[config.mk]
export PLATFORM = sky130hd
export DESIGN_NAME = escaped_frame_gain_extractor_flat
export DESIGN_NICKNAME = d
export VERILOG_FILES = /design/src/rtl/efge_pkg.sv /design/src/rtl/efge_if.sv /design/src/rtl/efge_core.sv /design/src/rtl/efge_out_buf.sv /design/src/rtl/escaped_frame_gain_extractor.sv /design/src/flat_wrapper.sv
export SDC_FILE = /design/constraint.sdc
export NUM_CORES = 1
export LEC_CHECK = 0
export ABC_AREA = 1
export BUFFER_PORTS_ARGS = -buffer_cell sky130_fd_sc_hd__buf_2
export CELL_PAD_IN_SITES_DETAIL_PLACEMENT = 0
export CELL_PAD_IN_SITES_GLOBAL_PLACEMENT = 1
export CORE_MARGIN = 2
export CORE_UTILIZATION = 50
export DETAILED_ROUTE_END_ITERATION = 10
export GPL_TIMING_DRIVEN = 1
export PLACE_DENSITY = 0.89
export SYNTH_ARGS = -nofsm -noshare
export SYNTH_HDL_FRONTEND = slang
export SYNTH_SLANG_ARGS = --single-unit
[constraint.sdc]
create_clock -name clk -period 7.3 [get_ports clk]
set_clock_uncertainty 0.15 [all_clocks]
set_input_delay 0.73 -clock clk [delete_from_list [all_inputs] [get_ports clk]]
set_output_delay 0.73 -clock clk [all_outputs]
set_load 0.05 [all_outputs]
[src/rtl/efge_pkg.sv]
// shared types and byte codes for the escaped frame gain extractor
// no dependencies; imported by efge_core, efge_out_buf, the top level and the testbench
`default_nettype none

package efge_pkg;

	// framing byte codes
	localparam logic [7:0] FLAG_BYTE = 8'h7e;
	localparam logic [7:0] ESC_BYTE  = 8'h7d;
	localparam logic [7:0] ESC_FLAG  = 8'h5e;
	localparam logic [7:0] ESC_ESC   = 8'h5d;

	// one result: three gains and a motor number
	typedef struct packed {
		logic [15:0] gain_p;
		logic [15:0] gain_i;
		logic [15:0] gain_d;
		logic [7:0]  motor_number;
	} gain_res_t;

endpackage

`default_nettype wire

[src/rtl/efge_if.sv]
// valid/ready channel interfaces for the escaped frame gain extractor
// efge_byte_if carries received bytes, efge_gain_if carries results
`default_nettype none

interface efge_byte_if;
	logic       valid;
	logic       ready;
	logic [7:0] rx_byte;

	modport source (output valid, output rx_byte, input ready);
	modport sink (input valid, input rx_byte, output ready);
endinterface

interface efge_gain_if;
	logic        valid;
	logic        ready;
	logic [15:0] gain_p;
	logic [15:0] gain_i;
	logic [15:0] gain_d;
	logic [7:0]  motor_number;

	modport source (output valid, output gain_p, output gain_i, output gain_d,
		output motor_number, input ready);
	modport sink (input valid, input gain_p, input gain_i, input gain_d,
		input motor_number, output ready);
endinterface

`default_nettype wire

[src/rtl/efge_core.sv]
// deframer state: flag/escape decoding, write position and frame store
// uses efge_pkg for byte codes and the result type
`default_nettype none

module efge_core
	import efge_pkg::*;
#(
	parameter int BUFFER_BYTES = 10
) (
	input  wire logic  clk,
	input  wire logic  arst_n,
	input  wire logic  accept,
	input  wire logic  [7:0] rx_byte,
	output logic       res_valid,
	output gain_res_t  res
);

	localparam int PosW = $clog2(BUFFER_BYTES + 1);
	localparam logic [PosW:0] BufLimit = (PosW + 1)'(BUFFER_BYTES);

	logic            in_frame_q;
	logic            esc_q;
	logic [PosW-1:0] pos_q;
	logic [7:0]      store_q [BUFFER_BYTES];

	logic            in_frame_d;
	logic            esc_d;
	logic [PosW-1:0] base;
	logic [PosW:0]   base0;
	logic [PosW:0]   base1;
	logic            wr0;
	logic            wr1;
	logic [7:0]      d0;
	logic [7:0]      d1;
	logic            room0;
	logic            room1;
	logic            close;

	// decode the byte against the current framing state
	always_comb begin
		in_frame_d = in_frame_q;
		esc_d      = esc_q;
		base       = pos_q;
		wr0        = 1'b0;
		wr1        = 1'b0;
		d0         = rx_byte;
		d1         = rx_byte;
		close      = 1'b0;
		if (!in_frame_q) begin
			// idle: only a flag opens a frame, stored at position zero
			if (rx_byte == FLAG_BYTE) begin
				in_frame_d = 1'b1;
				esc_d      = 1'b0;
				base       = '0;
				wr0        = 1'b1;
			end
		end else if (rx_byte == FLAG_BYTE) begin
			close      = 1'b1;
			in_frame_d = 1'b0;
			esc_d      = 1'b0;
		end else if (rx_byte == ESC_BYTE) begin
			esc_d = 1'b1;
		end else if (esc_q) begin
			esc_d = 1'b0;
			wr0   = 1'b1;
			case (rx_byte)
				ESC_FLAG: d0 = FLAG_BYTE;
				ESC_ESC:  d0 = ESC_BYTE;
				default: begin
					// invalid escape keeps the escape byte and the data byte
					d0  = ESC_BYTE;
					wr1 = 1'b1;
				end
			endcase
		end else begin
			wr0 = 1'b1;
		end
	end

	// room checks; a full store drops the byte
	assign base0 = {1'b0, base};
	assign base1 = base0 + (PosW + 1)'(1);
	assign room0 = wr0 && (base0 < BufLimit);
	assign room1 = wr1 && (base1 < BufLimit);

	// control state
	always_ff @(posedge clk or negedge arst_n) begin
		if (!arst_n) begin
			in_frame_q <= 1'b0;
			esc_q      <= 1'b0;
			pos_q      <= '0;
		end else if (accept) begin
			in_frame_q <= in_frame_d;
			esc_q      <= esc_d;
			if (close) begin
				pos_q <= '0;
			end else begin
				pos_q <= base + PosW'(room0) + PosW'(room1);
			end
		end
	end

	// frame store, up to two entries written per byte
	for (genvar i = 0; i < BUFFER_BYTES; i++) begin : g_store
		always_ff @(posedge clk or negedge arst_n) begin
			if (!arst_n) begin
				store_q[i] <= '0;
			end else if (accept) begin
				if (room0 && (base0 == (PosW + 1)'(i))) begin
					store_q[i] <= d0;
				end else if (room1 && (base1 == (PosW + 1)'(i))) begin
					store_q[i] <= d1;
				end
			end
		end
	end

	// result fields read from the store as it stands
	assign res_valid        = accept && close;
	assign res.gain_p       = {store_q[2], store_q[1]};
	assign res.gain_i       = {store_q[4], store_q[3]};
	assign res.gain_d       = {store_q[6], store_q[5]};
	assign res.motor_number = store_q[7];

endmodule

`default_nettype wire

[src/rtl/efge_out_buf.sv]
// output register with a skid stage for results
// uses efge_pkg for the result type
`default_nettype none

module efge_out_buf
	import efge_pkg::*;
(
	input  wire logic  clk,
	input  wire logic  arst_n,
	input  wire logic  push,
	input  gain_res_t  push_data,
	output logic       can_push,
	output logic       out_valid,
	input  wire logic  out_ready,
	output gain_res_t  out_data
);

	logic      out_valid_q;
	gain_res_t out_q;
	logic      skid_valid_q;
	gain_res_t skid_q;
	logic      load;

	// the output register may load when empty or when its transfer completes
	assign load     = !out_valid_q || out_ready;
	assign can_push = !skid_valid_q;

	always_ff @(posedge clk or negedge arst_n) begin
		if (!arst_n) begin
			out_valid_q  <= 1'b0;
			skid_valid_q <= 1'b0;
		end else if (load) begin
			out_valid_q  <= skid_valid_q || push;
			skid_valid_q <= 1'b0;
		end else if (push) begin
			skid_valid_q <= 1'b1;
		end
	end

	// payload registers
	always_ff @(posedge clk) begin
		if (load) begin
			out_q <= skid_valid_q ? skid_q : push_data;
		end else if (push) begin
			skid_q <= push_data;
		end
	end

	assign out_valid = out_valid_q;
	assign out_data  = out_q;

endmodule

`default_nettype wire

[src/rtl/escaped_frame_gain_extractor.sv]
// top level of the escaped frame gain extractor
// depends on efge_pkg, efge_if, efge_core and efge_out_buf
//
// Byte-stuffed frame decoder. Received bytes arrive on rx (valid/ready,
// field rx_byte), one transfer per cycle while ready. A 0x7e flag opens
// a frame when idle; inside a frame 0x7d escapes the next byte (0x5e
// gives 0x7e, 0x5d gives 0x7d, a flag or 0x7d acts as usual, any other
// byte keeps both bytes). A closing 0x7e produces one result on gains:
// gain_p, gain_i, gain_d from store bytes 1..6 (little endian) and
// motor_number from byte 7. Short frames read stale store bytes.
// Bytes beyond BUFFER_BYTES are dropped. Throughput: one byte per cycle
// while rx is ready. A closing flag transfer registers its result.
// Stall: results sit in an output register backed by a one-entry skid stage;
// rx stays ready until both are full, i.e. a second result waits behind a
// stalled one.
// Reset: arst_n clears frame state, write position and the store to zero
// at once; there is no clearing pass.
`default_nettype none

module escaped_frame_gain_extractor
	import efge_pkg::*;
#(
	parameter int BUFFER_BYTES = 10
) (
	input wire logic    clk,
	input wire logic    arst_n,
	efge_byte_if.sink   rx,
	efge_gain_if.source gains
);

	logic      accept;
	logic      res_valid;
	gain_res_t res;
	logic      can_push;
	gain_res_t out_data;

	assign rx.ready = can_push;
	assign accept   = rx.valid && can_push;

	// framing and store
	efge_core #(
		.BUFFER_BYTES(BUFFER_BYTES)
	) u_core (
		.clk      (clk),
		.arst_n   (arst_n),
		.accept   (accept),
		.rx_byte  (rx.rx_byte),
		.res_valid(res_valid),
		.res      (res)
	);

	// result buffering
	efge_out_buf u_out (
		.clk      (clk),
		.arst_n   (arst_n),
		.push     (res_valid),
		.push_data(res),
		.can_push (can_push),
		.out_valid(gains.valid),
		.out_ready(gains.ready),
		.out_data (out_data)
	);

	assign gains.gain_p       = out_data.gain_p;
	assign gains.gain_i       = out_data.gain_i;
	assign gains.gain_d       = out_data.gain_d;
	assign gains.motor_number = out_data.motor_number;

endmodule

`default_nettype wire

[src/flat_wrapper.sv]
// flat-port wrapper written by rule: the top's interface ports become plain ports
module escaped_frame_gain_extractor_flat import efge_pkg::*;
#(
	parameter int BUFFER_BYTES = 10
)
  (clk, arst_n, rx_valid, rx_rx_byte, rx_ready, gains_valid, gains_gain_p, gains_gain_i, gains_gain_d, gains_motor_number, gains_ready);
  efge_byte_if rx_i ();
  efge_gain_if gains_i ();
  input wire logic clk;
  input wire logic arst_n;
  input wire logic [$bits(rx_i.valid)-1:0] rx_valid;
  input wire logic [$bits(rx_i.rx_byte)-1:0] rx_rx_byte;
  output wire logic [$bits(rx_i.ready)-1:0] rx_ready;
  output wire logic [$bits(gains_i.valid)-1:0] gains_valid;
  output wire logic [$bits(gains_i.gain_p)-1:0] gains_gain_p;
  output wire logic [$bits(gains_i.gain_i)-1:0] gains_gain_i;
  output wire logic [$bits(gains_i.gain_d)-1:0] gains_gain_d;
  output wire logic [$bits(gains_i.motor_number)-1:0] gains_motor_number;
  input wire logic [$bits(gains_i.ready)-1:0] gains_ready;
  assign rx_i.valid = rx_valid;
  assign rx_i.rx_byte = rx_rx_byte;
  assign rx_ready = rx_i.ready;
  assign gains_valid = gains_i.valid;
  assign gains_gain_p = gains_i.gain_p;
  assign gains_gain_i = gains_i.gain_i;
  assign gains_gain_d = gains_i.gain_d;
  assign gains_motor_number = gains_i.motor_number;
  assign gains_i.ready = gains_ready;
  escaped_frame_gain_extractor #(.BUFFER_BYTES(BUFFER_BYTES)) u_core (.clk(clk), .arst_n(arst_n), .rx(rx_i), .gains(gains_i));
endmodule
==> results.cfg, run 1 <==
[outcome]
status = finished clean

[timing]
fmax_ghz = 0.305
setup_viol = 0
setup_ws_ns = 4.02
final.setup.tns_ns = 0
worst_pin_slew_ns = 1.25
hold_viol_final = 0
fin_crit_sh_pct = 45.0
period_needed_ns = 3.28
slew_viol_final = 0
rsz0062_at_grt = no
slew-limit-headroom_pct = 16.4

[synth]
synthSimpleGateAreaFrac_pct = 30.8
synth.area.mux_share_pct = 0
ys_ff_latch = 176
synth_compound_area_share_pct = 1.57
synth_area_per_cell_um2 = 9.97
syn_area_um2 = 7790
yosysSeqAreaShare_pct = 63.8
syn-num-nets = 797
synth.distinct_cells = 32
yosysTopAreaCell = edfxtp_1
yosys_warnings = 0
syn_inst = 781
synth_top_area_share_pct = 43.2
synth_area_leaders = edfxtp_1, dfrtp_1, nand2_1
synth_xor_area_share_pct = 0.112
synth_top_family_by_area = simple AND/OR/NAND/NOR gates
synthAdderAreaFrac_pct = 0.739

[layout]
area_growth_pct = 13.4
final_common_cell = nand2_1
final_util_pct = 58.1
insertedDiodeCount = 0
final_cell_mix = nand2_1, edfxtp_1, nand3_1, buf_2, dfrtp_1
drive_above_1_share_pct = 17.2
nets = 865
postLayoutCellArea_um2 = 8830

[detailed_routing]
ant_nets = 0
routed_wl_um = 15900
highest_layer = met4
wl_met1_um = 7210
via_per_inst = 5.22
wl_per_cell_um = 15.2
drt_iter0_drc = 362
drc_errors = 0
drt_first_pass_iters = 5
num_vias = 5481
routed-wl-met3_um = 727
wl_met2_um = 7420

[global_route]
track_usage_pct = 20.1
antenna_found_initial = 0
grt_max_degree = 70
grt_pass1_vias = 5154
overflow = 0
grt_pass1_wl_um = 25600

[clock_tree]
clock_path_buffers = 2
cts.sinks = 176
cts_buffers = 17
h-tree-depth = 4
clk_pin_slew_ns = 0.06
cts.repair.resized = 0
hold_buffers = 0
cts_tree = done
post_cts_buffers = 0
cts_root_buf = clkbuf_16
worstSkewPairLatency_ns = 0.43

[die]
rows = 45
initial_utilization_pct = 51.2
io_pins = 70
dieHeight_um = 129
core_region_area_um2 = 15200
floorplan.die_area_um2 = 16600
die_w_um = 129

[setup_path]
reg2reg_to = u_core.u_core.res[3]
end_kind = flip-flop
worstPathRequired_ns = 7.46
cp.arrival_ns = 3.45
critPathMaxFanout = 20
r2r-start = u_core.u_core.in_frame_q
r2r_slack_ns = 4.11
startpoint_type = input pin
setup.worst_path.start = rx_rx_byte[0]
crit_type = in2reg
ff2ff_path_depth = 9

[placement]
place_area_um2 = 8290
place_ws_ns = 3.66
placement.io_buffers = 69
place_hpwl_um = 10200
routabilityCongestion = 0.934

[power_and_ir_drop]
p_leak_uw = 0.00442
p_per_area_nw_per_um2 = 368
vdd_drop_max_v = 0.000171

[worst_hold_path]
hp-class = in2async

[run]
cap_viol_max_count = 0
==> worst max path at each step <==
stage | slack [ns] | to
4_1_cts | 4.10 | u_core.u_out.skid_q[38]
3_3_place_gp | 3.86 | u_core.u_core.res[7]
5_1_grt | 3.80 | u_core.u_core.res[6]
6_report | 4.02 | u_core.u_core.res[3]
2_1_floorplan | 2.12 | u_core.u_out.skid_q[0]
3_5_place_dp | 3.66 | u_core.u_core.res[6]
==> metal layers <==
| layer | vias to the layer above | global-route usage, % |
|---|---|---|
| met1 | 2592 | 26.8 |
| met4 | 0 | 9.78 |
| met3 | 35 | 4.20 |
| met2 | 145 | 31.6 |
| met5 | - | 0 |
| li1 | 2709 | - |
==> sequential cells by signal (all words and copies together) (netlist names) <==
signal,count
u_core.u_out.out_valid,1
u_core.u_out.skid_valid_q,1
u_core.u_core.pos_q,4
u_core.u_core.in_frame_q,1
u_core.u_out.out_data,56
u_core.u_core.res,56
u_core.u_core.esc_q,1
u_core.u_out.skid_q,56
==> stage by stage <==
step / std cells / total power, uW / hold WS (ns)
floorplan: 781 / 2210 / 0.284
global placement: 1018 / 2410 / 0.309
detailed placement: 1018 / 2440 / 0.312
CTS: 1049 / 3270 / 0.329
global route: 1049 / 3400 / 0.344
finish: 1049 / 3250 / 0.296
==> synth_stat cells, drive strengths merged <==
| library cell | count |
|---|---|
| a21oi | 3 |
| buf | 10 |
| clkbuf | 16 |
| clkinv | 1 |
| dfrtp | 64 |
| edfxtp | 112 |
| fa | 1 |
| ha | 3 |
| inv | 25 |
| nand2 | 414 |
| nand3 | 99 |
| nand4 | 1 |
| nor2 | 18 |
| o21ai | 9 |
| o311ai | 2 |
| o31ai | 1 |
| o41ai | 1 |
| xor2 | 1 |
==> report_power, final <==
group / total (uW) / switching [uW] / internal (uW) / leakage, uW
Sequential: 1510 / 152 / 1350 / 0.00205
Clock: 837 / 363 / 474 / 0.000258
Combinational: 902 / 687 / 215 / 0.00210
==> critical path, cell delays in order <==
cell and delay (ns):
buf_2 0.24, inv_1 0.07, nand2_1 0.10, nor2_4 0.06, nand3_4 0.20, nand3_1 0.19, nor2_1 0.98, nand2_1 0.36
nand2_4 0.25, nand2_4 0.10, nand2_1 0.11, nand2_1 0.06
==> cell families (layout without fill, tap and decap cells) <==
kind of cell	after synthesis	after routing
AOI/OAI and AO/OA	16	16
xor gates and xnor gates	1	1
adders and majority gates	4	4
buffers and inverters	52	132
DFF	176	176
and+or+nand+nor	532	532
==> final cells by class <==
class / instances / area [um^2]
clock inverters: 10 / 88.8
inverters: 26 / 103
multi-input cells: 553 / 2590
repair buffers: 75 / 390
clock buffers: 21 / 450
fillers: 1333 / 6370
flip-flops and latches: 176 / 4960
well taps: 188 / 235
(Power assumes the default switching activity.)
==> run 2: changes to the inputs <==
- CORE_UTILIZATION: 50 -> 46
- PLACE_DENSITY: 0.89 -> 0.83
- clock period: 7.3 -> 3.4 ns (I/O delays scaled with it)
==> results.cfg, run 2 (same netlist as run 1, synthesis figures left out) <==
[die]
die_w_um = 134
floorplan.die_area_um2 = 18000
dieHeight_um = 134
initial_utilization_pct = 47.0
core_region_area_um2 = 16600
io_pins = 70
rows = 47

[worst_hold_path]
hp-class = in2reg

[setup_path]
crit_family = adder cells
crit_type = reg2reg
cp.arrival_ns = 2.71
timing.critical_path.buf_inv = 2
critPathMaxFanout = 12
startpoint_type = flip-flop
worstPathRequired_ns = 3.59
end_kind = flip-flop
path_cells = inv_2 > nand3_4 > o311ai_4 > nand2_1 > inv_1 > fa_1 > ha_1 > xor2_1 > o31ai_1
cpMaxStageDelayCell = dfrtp_1
slowest_delay_ns = 0.50

[timing]
slew_viol_final = 0
timing.hold.ws_ns = 0.124
setup_viol = 0
fin_crit_sh_pct = 74.2
hold_viol_final = 0
period_needed_ns = 2.52
fmax_ghz = 0.396
worst_pin_slew_ns = 1.05
final.setup.tns_ns = 0
slew-limit-headroom_pct = 30.2
rsz0062_at_grt = no
setup_ws_ns = 0.876

[layout]
final_cell_mix = nand2_1, edfxtp_1, nand3_1, buf_2, dfrtp_1
nFillCells = 1564
nets = 868
drive_above_1_share_pct = 17.6
insertedDiodeCount = 0
area_growth_pct = 15.0
final_common_cell = nand2_1

[clock_tree]
h-tree-depth = 4
worstSkewPairLatency_ns = 0.43
cts.repair.resized = 0
clk_pin_slew_ns = 0.06
hold_buffers = 1
cts_buffers = 17
cts_root_buf = clkbuf_16
post_cts_buffers = 0
clock_path_buffers = 2
cts.sinks = 176
cts_tree = done

[detailed_routing]
via_per_inst = 4.94
drc_errors = 0
routed_wl_um = 16000
num_vias = 5361
drt_iter0_drc = 379
drt_first_pass_iters = 5
wl_per_cell_um = 14.8
ant_nets = 0

[global_route]
grt_max_degree = 59
track_usage_pct = 18.9
antenna_found_initial = 0
grt_pass1_wl_um = 26300
grt_pass1_vias = 5013
overflow = 0

[placement]
place_ws_ns = 0.746
routabilityCongestion = 0.872
place_hpwl_um = 10400
placement.io_buffers = 69

[run]
cap_viol_max_count = 0

[power_and_ir_drop]
power_uw = 7140
p_per_area_nw_per_um2 = 797
p_leak_uw = 0.00446
vdd_drop_max_v = 0.000492

[outcome]
status = finished clean
==> run 2: through the flow <==
step | cell area [um^2] | cells | utilization, %
floorplan | 7800 | 781 | -
global placement | 8340 | 1052 | 50.3
detailed placement | 8340 | 1052 | 50.3
CTS | 8950 | 1085 | 54.0
global route | 8950 | 1085 | 54.0
finish | 8950 | 1085 | 54.0
==> run 2: worst paths after layout <==
check,from,to,slack [ns],cells after the start
max,u_core.u_core.in_frame_q,u_core.u_core.pos_q[2],0.88,9
min,rx_valid,u_core.u_out.out_valid,0.12,3
max reg2reg,u_core.u_core.in_frame_q,u_core.u_core.pos_q[2],0.88,9
min reg2reg,u_core.u_core.res[4],u_core.u_out.skid_q[4],0.33,0
max in group asynchronous,arst_n,u_core.u_core.res[13],1.76,3
min in group asynchronous,arst_n,u_core.u_core.res[28],0.48,2
==> run 2: power breakdown <==
part | switching, uW | leakage (uW) | internal, uW
clock network | 765 | 0.000287 | 1190
logic | 1470 | 0.00212 | 464
registers | 335 | 0.00205 | 2910
total | 2570 | 0.00446 | 4570
==> run 2: final cells by class <==
class | count | area, um^2 | area share [%]
clock buffers | 23 | 468 | 5.23
clock inverters | 9 | 133 | 1.48
inverters | 26 | 103 | 1.15
multi-input cells | 553 | 2590 | 29.0
flip-flops and latches | 176 | 4960 | 55.4
well taps | 220 | 275 | 3.07
repair buffers | 78 | 415 | 4.64
==> run 2: metal layers <==
layer	track usage [%]	routed length, um	up-vias
li1	-	-	2706
met1	26.6	7620	2544
met2	29.0	7460	94
met3	4.35	651	17
met4	6.84	285	0
met5	0	0	-
==> run 2: worst register-to-register path, cell delays in order (launching register included) <==
cell and delay [ns]:
dfrtp_1 0.50, inv_2 0.14, nand3_4 0.26, o311ai_4 0.22
nand2_1 0.10, inv_1 0.05, fa_1 0.43, ha_1 0.22
xor2_1 0.16, o31ai_1 0.20
